===== config.mk =====
export PLATFORM = sky130hd
export DESIGN_NAME = pgsg_isqrt_pipe
export DESIGN_NICKNAME = d
export VERILOG_FILES = /design/src/rtl/core/polar_gaussian_sample_generator_defines.svh /design/src/rtl/core/pgsg_isqrt_pipe.sv
export SDC_FILE = /design/constraint.sdc
export NUM_CORES = 2
export LEC_CHECK = 0
export ABC_AREA = 0
export BUFFER_PORTS_ARGS = -buffer_cell sky130_fd_sc_hd__buf_2
export CORE_MARGIN = 2
export CORE_UTILIZATION = 60
export CTS_BUF_LIST = sky130_fd_sc_hd__clkbuf_4 sky130_fd_sc_hd__clkbuf_8 sky130_fd_sc_hd__clkbuf_16
export CTS_CLUSTER_DIAMETER = 80
export CTS_CLUSTER_SIZE = 14
export DETAILED_ROUTE_END_ITERATION = 8
export HOLD_SLACK_MARGIN = 0.05
export PLACE_DENSITY_LB_ADDON = 0.3
export SYNTH_ARGS = -nofsm -noshare
export SYNTH_HDL_FRONTEND = slang
export SYNTH_MEMORY_MAX_BITS = 65536
export SYNTH_SLANG_ARGS = --single-unit
export TNS_END_PERCENT = 5

===== constraint.sdc =====
create_clock -name clk_i -period 5.2 [get_ports clk_i]
set_input_delay 1.04 -clock clk_i [delete_from_list [all_inputs] [get_ports clk_i]]
set_output_delay 1.04 -clock clk_i [all_outputs]
set_load 0.1 [all_outputs]

===== src/rtl/core/polar_gaussian_sample_generator_defines.svh =====
// Assertion macros shared by the generator's RTL.
// Both sample on the rising edge of clk_i and are disabled while rst_ni is low.
`ifndef POLAR_GAUSSIAN_SAMPLE_GENERATOR_DEFINES_SVH
`define POLAR_GAUSSIAN_SAMPLE_GENERATOR_DEFINES_SVH

// The consequent must hold in the same cycle as the antecedent.
`define PGSG_ASSERT_SAME(lbl, ante, cons, msg) \
  lbl: assert property (@(posedge clk_i) disable iff (!rst_ni) (ante) |-> (cons)) \
    else $error(msg);

// The consequent must hold in the cycle after the antecedent.
`define PGSG_ASSERT_NEXT(lbl, ante, cons, msg) \
  lbl: assert property (@(posedge clk_i) disable iff (!rst_ni) (ante) |=> (cons)) \
    else $error(msg);

`endif


===== src/rtl/core/pgsg_isqrt_pipe.sv =====
// Pipelined integer square root: one root bit per stage, RW stages.
module pgsg_isqrt_pipe #(
  parameter int RW = 32
) (
  input  logic            clk_i,
  input  logic            en_i,
  input  logic [2*RW-1:0] rad_i,
  output logic [RW-1:0]   root_o
);

  logic [RW:0]     rem_q  [RW];
  logic [RW-1:0]   root_q [RW];
  logic [2*RW-1:0] rad_q  [RW];

  for (genvar j = 0; j < RW; j++) begin : g_stage
    logic [RW:0]     rem_in;
    logic [RW-1:0]   root_in;
    logic [2*RW-1:0] rad_in;
    logic [RW+2:0]   rem2;
    logic [RW+2:0]   trial;
    logic [RW+2:0]   diff;
    logic            ge;

    if (j == 0) begin : g_head
      assign rem_in  = '0;
      assign root_in = '0;
      assign rad_in  = rad_i;
    end else begin : g_body
      assign rem_in  = rem_q[j-1];
      assign root_in = root_q[j-1];
      assign rad_in  = rad_q[j-1];
    end

    // Bring down the next two radicand bits and try the next root bit.
    assign rem2  = {rem_in, rad_in[2*RW-1 -: 2]};
    assign trial = {1'b0, root_in, 2'b01};
    assign ge    = rem2 >= trial;
    assign diff  = rem2 - trial;

    always_ff @(posedge clk_i) begin
      if (en_i) begin
        rem_q[j]  <= ge ? diff[RW:0] : rem2[RW:0];
        root_q[j] <= {root_in[RW-2:0], ge};
        rad_q[j]  <= rad_in << 2;
      end
    end
  end

  assign root_o = root_q[RW-1];

endmodule


After elaboration in Yosys (flattened, before gate mapping)
Memories as Yosys holds them, arrays and structs flattened. Cells that the tools add are included.

Add/subtract/negate cells: 32. $lt $le $gt $ge: 32. Muxes and demuxes: 34.

Operators by type and width (count): 35-bit by 34-bit greater-or-equal comparator with 1-bit output (31); 33-bit 2-to-1 mux (32); 33-bit subtractor (31); 2-bit by 1-bit subtractor with 3-bit output, second input constant (1); 2-bit by 1-bit greater-or-equal comparator with 1-bit output, second input constant (1); 1-bit 2-to-1 mux (2).

Flip-flop bits (word level): 0. RAM bits: 4064. Bits of input ports: 66. Output and inout port bits: 32. Memories: 3.

Memory list: rad_q (words 32, width 62, rd ports 31, clocked after Yosys merged registers in 0, wr ports 32, line pgsg_isqrt_pipe.sv:13) `logic [2*RW-1:0] rad_q [RW];`; rem_q (words 32, width 33, rd ports 31, clocked after Yosys merged registers in 0, wr ports 32, line pgsg_isqrt_pipe.sv:11) `logic [RW:0] rem_q [RW];`; root_q (words 32, width 32, rd ports 32, clocked after Yosys merged registers in 0, wr ports 32, line pgsg_isqrt_pipe.sv:12) `logic [RW-1:0] root_q [RW];`.

Depth between registers and ports, before layout
An unclocked memory read counts as a cell.

Depth in word-level cells: 3. Gate-level depth with buffers: 15.

Worst setup path after synthesis
No wires, ideal clock.

Path kind: register -> register. From: memory rem_q[1][299] (netlist bit). To: memory rem_q[1][334] (netlist bit), data pin. Library setup time: 0.260 ns. Data arrival time: 3.291 ns. Setup slack: 1.649 ns. Stages on the path, launching flop included: 13. Period minus slack after synthesis: 3.551 ns. Path through: edfxtp_1 > ha_1 > or3_1 > o22ai_1 > nor3_1 > o41a_1 > o2111ai_1 > o21ai_1 > a311oi_1 > o21bai_1 > a21boi_2 > buf_4 > mux2_2.

RTL lines (line): from (decl) (pgsg_isqrt_pipe.sv:11).

==> out/qor.yml <==
status:
  outcome: "completed"
sta:
  min_period_ns: 4.64
  finalCritPeriodShare_pct: 89.2
  hold_viol: 0
  maxSlewViolCount: 0
  tightestPinTransition_ns: 1.26
  setup_viol: 0
  rsz0062_at_grt: "false"
  relSlewSlack_pct: 15.8
  hold_ws_ns: 0.334
  worst_slack_ns: 0.564
  finalClockSkew_ns: 0.0683
  setup_tns_ns: 0
  clock.fmax_mhz: 216
global_route:
  gr-usage-met2_pct: 39.2
  grt-ovfl-total: 0
  met1_usage_pct: 32.4
  grt_pass1_wl_mm: 366
  grt_use_total_pct: 23.4
  grt_pass1_vias: 66900
  antenna_found_initial: 1
  grt_max_degree: 193
  top_usage_layer: "met2"
  grtUsageMet3_pct: 3.14
die:
  die_y_um: 444
  start_util_pct: 60.4
  row_count: 161
  ios: 98
  die-area_mm2: 0.197
  die_x_um: 444
  core_mm2: 0.192
finish:
  multiInputGateArea_mm2: 0.0379
  final_core_util_pct: 65.2
  seq_area_mm2: 0.0749
  finalNetCount: 9765
  instances_no_fill: 11700
  drive_above_1_share_pct: 6.64
  fillers: 13800
  syn_to_final_growth_pct: 7.98
  insertedDiodeCount: 0
  final_area_mm2: 0.125
clock_network:
  cts_buffer_depth: 3
  clkTransAtPathRegs_ns: 0.07
  cts_hold_buf: 0
  cts_tree: "yes"
  cts-htree-levels: 4
  cts_setup_buffers: 0
  numCtsBuffers: 199
  ctsResizeCount: 0
  cts_root_buf: "clkbuf_16"
  clock_sinks: 2495
  worstSkewPairLatency_ns: 0.88
setup_path:
  rrSetupSlack_ns: 0.56
  r2r_start: "rem_q[1][363]"
  worst_setup_path_start_kind: "flip-flop"
  reg2reg_to: "rem_q[1][407]"
  path_max_fanout: 27
  cp.arrival_ns: 5.27
  ff2ff_path_depth: 10
  crit_type: "reg2reg"
  cp-end-kind: "flip-flop"
  required_ns: 5.83
synthesis:
  synth_top_area_share_pct: 64.5
  syn_area_mm2: 0.116
  synth_seq_cells: 2495
  yosysTopAreaCell: "edfxtp_1"
  synth_area_per_cell_um2: 13.0
  async_flop_share_pct: 0
  synth_edf_count: 2495
  synth_cell_types: 90
  seq_area_frac_synth_pct: 64.5
  synth_nets: 9561
  ys.flop_type: "edfxtp_1"
  yosysWarnings: 0
  syn_inst: 8934
  synthTopCellsByArea: "edfxtp_1 65%, ha_1 6.0%, xor2_1 3.1%"
detailed_routing:
  ant_nets: 0
  wire_per_inst_um: 19.8
  drt_wl_total_mm: 232
  drcViolationCount: 0
  drt_iter0_drc: 6273
  drtPass1Iterations: 6
  vias: 68900
  viasPerCell: 5.89
worst_hold_path:
  hold_depth: 1
  hold_path_class: "in2reg"
  hold_start: "rad_i[50]"
  hold_end: "rad_q[0][50]"
place:
  place_ws_ns: 0.807
  dp_hpwl_mm: 167
  placed_cells: 11500
  placed_cell_area_mm2: 0.120
  portBuffers: 97
  gp_congestion: 0.907
power:
  powerDensity_mw_per_mm2: 419
  power_mw: 52.5
  p_leak_nw: 48.0
  peakVddDrop_mv: 0.310
run:
  drv_cap: 0
[Yosys cell counts (54+ instances only)]
cell	number
nand3_1	140
mux2_2	112
ha_1	561
or3_1	105
edfxtp_1	2495
clkbuf_1	133
a21oi_1	547
inv_1	712
nor2b_1	98
or4_1	57
nor2_1	561
xor2_1	411
nor3_1	218
o21bai_1	54
a21o_1	241
o21ai_0	434
nand2_1	583
nor4_1	124
o21a_1	114
nand4_1	95
xnor2_1	388
nand2b_1	113
[metal layers]
metal  wire, um  vias up  share of wire (%)
met4       5760        0                2.5
li1           -    33200                  -
met5          0        -                  0
met3      11700      383                5.0
met2     113000     1808                 49
met1     102000    33500                 44
[final cells by class]
type | instances | area share, %
flip-flops and latches | 2495 | 59.8
multi-input cells | 5560 | 30.2
clock buffers | 200 | 3.98
well taps | 2526 | 2.52
inverters | 712 | 2.13
repair buffers | 170 | 0.996
clock inverters | 28 | 0.383
[logic make-up (layout without fill, tap and decap cells)]
group,Yosys count,count (layout),synth area share (%)
other,1,1,0.00323
flip-flops,2495,2495,64.5
multiplexers,131,131,1.25
buffers and inverters,879,1110,2.87
XOR/XNOR,799,799,6.03
AO/OA/AOI/OAI,1748,1748,9.36
AND/OR/NAND/NOR,2320,2320,9.92
adder cells (fa/ha/maj),561,561,6.04
[critical path, stage by stage (launching register included)]
cell	delay (ns)
edfxtp_1	0.40
ha_1	0.37
o21a_1	0.16
nor4_1	0.49
nor3_1	0.25
o22ai_1	0.27
o21ai_0	0.31
a311oi_1	0.75
o21ai_1	0.31
a21oi_4	0.70
mux2_2	0.41
[flip-flops by register name (all words and copies together), names as in the netlist]
name	count
rad_q	992
rem_q	975
root_q	528
[layout by cell type (no fill, tap or decap), types with 15 or more instances in the layout]
cell type and count:
a211o_1 15, or3_1 105, mux2i_1 19, nand2b_1 113
o211ai_1 32, o21ai_0 434, ha_1 561, a211oi_1 32
o21bai_1 54, a21o_1 241, nand2_1 583, nor2_1 561
buf_12 17, a21oi_1 543, nor3b_1 16, nor2b_1 98
o21a_1 113, clkbuf_16 199, xnor2_1 388, a31oi_1 49
nand3b_1 23, nor4_1 124, a21boi_0 26, and2_1 27
or4_1 57, inv_1 712, and3_1 48, buf_2 96
or2_2 47, nor3_1 218, o31ai_1 49, mux2_2 112
nand3_1 140, nand4_1 95, xor2_1 411, edfxtp_1 2495
buf_4 57
[worst max-delay path by stage]
stage,start,to,slack [ns],depth (start not counted)
finish,rem_q[1][363],rem_q[1][407],0.56,10
global route,rem_q[1][363],rem_q[1][404],0.46,11
CTS,rem_q[1][363],rem_q[1][407],0.74,10
detailed placement,rem_q[1][363],rem_q[1][407],0.81,10
global placement,rem_q[1][363],rem_q[1][407],0.90,10
floorplan,rem_q[1][299],rem_q[1][334],1.65,12
[where the power goes]
| group | leakage, nW | switching [mW] | internal [mW] | total (mW) |
|---|---|---|---|---|
| registers | 24.0 | 1.73 | 25.4 | 27.1 |
| logic | 21.3 | 6.77 | 4.88 | 11.6 |
| clock network | 2.65 | 6.75 | 6.96 | 13.7 |
(Power assumes the default switching activity.)
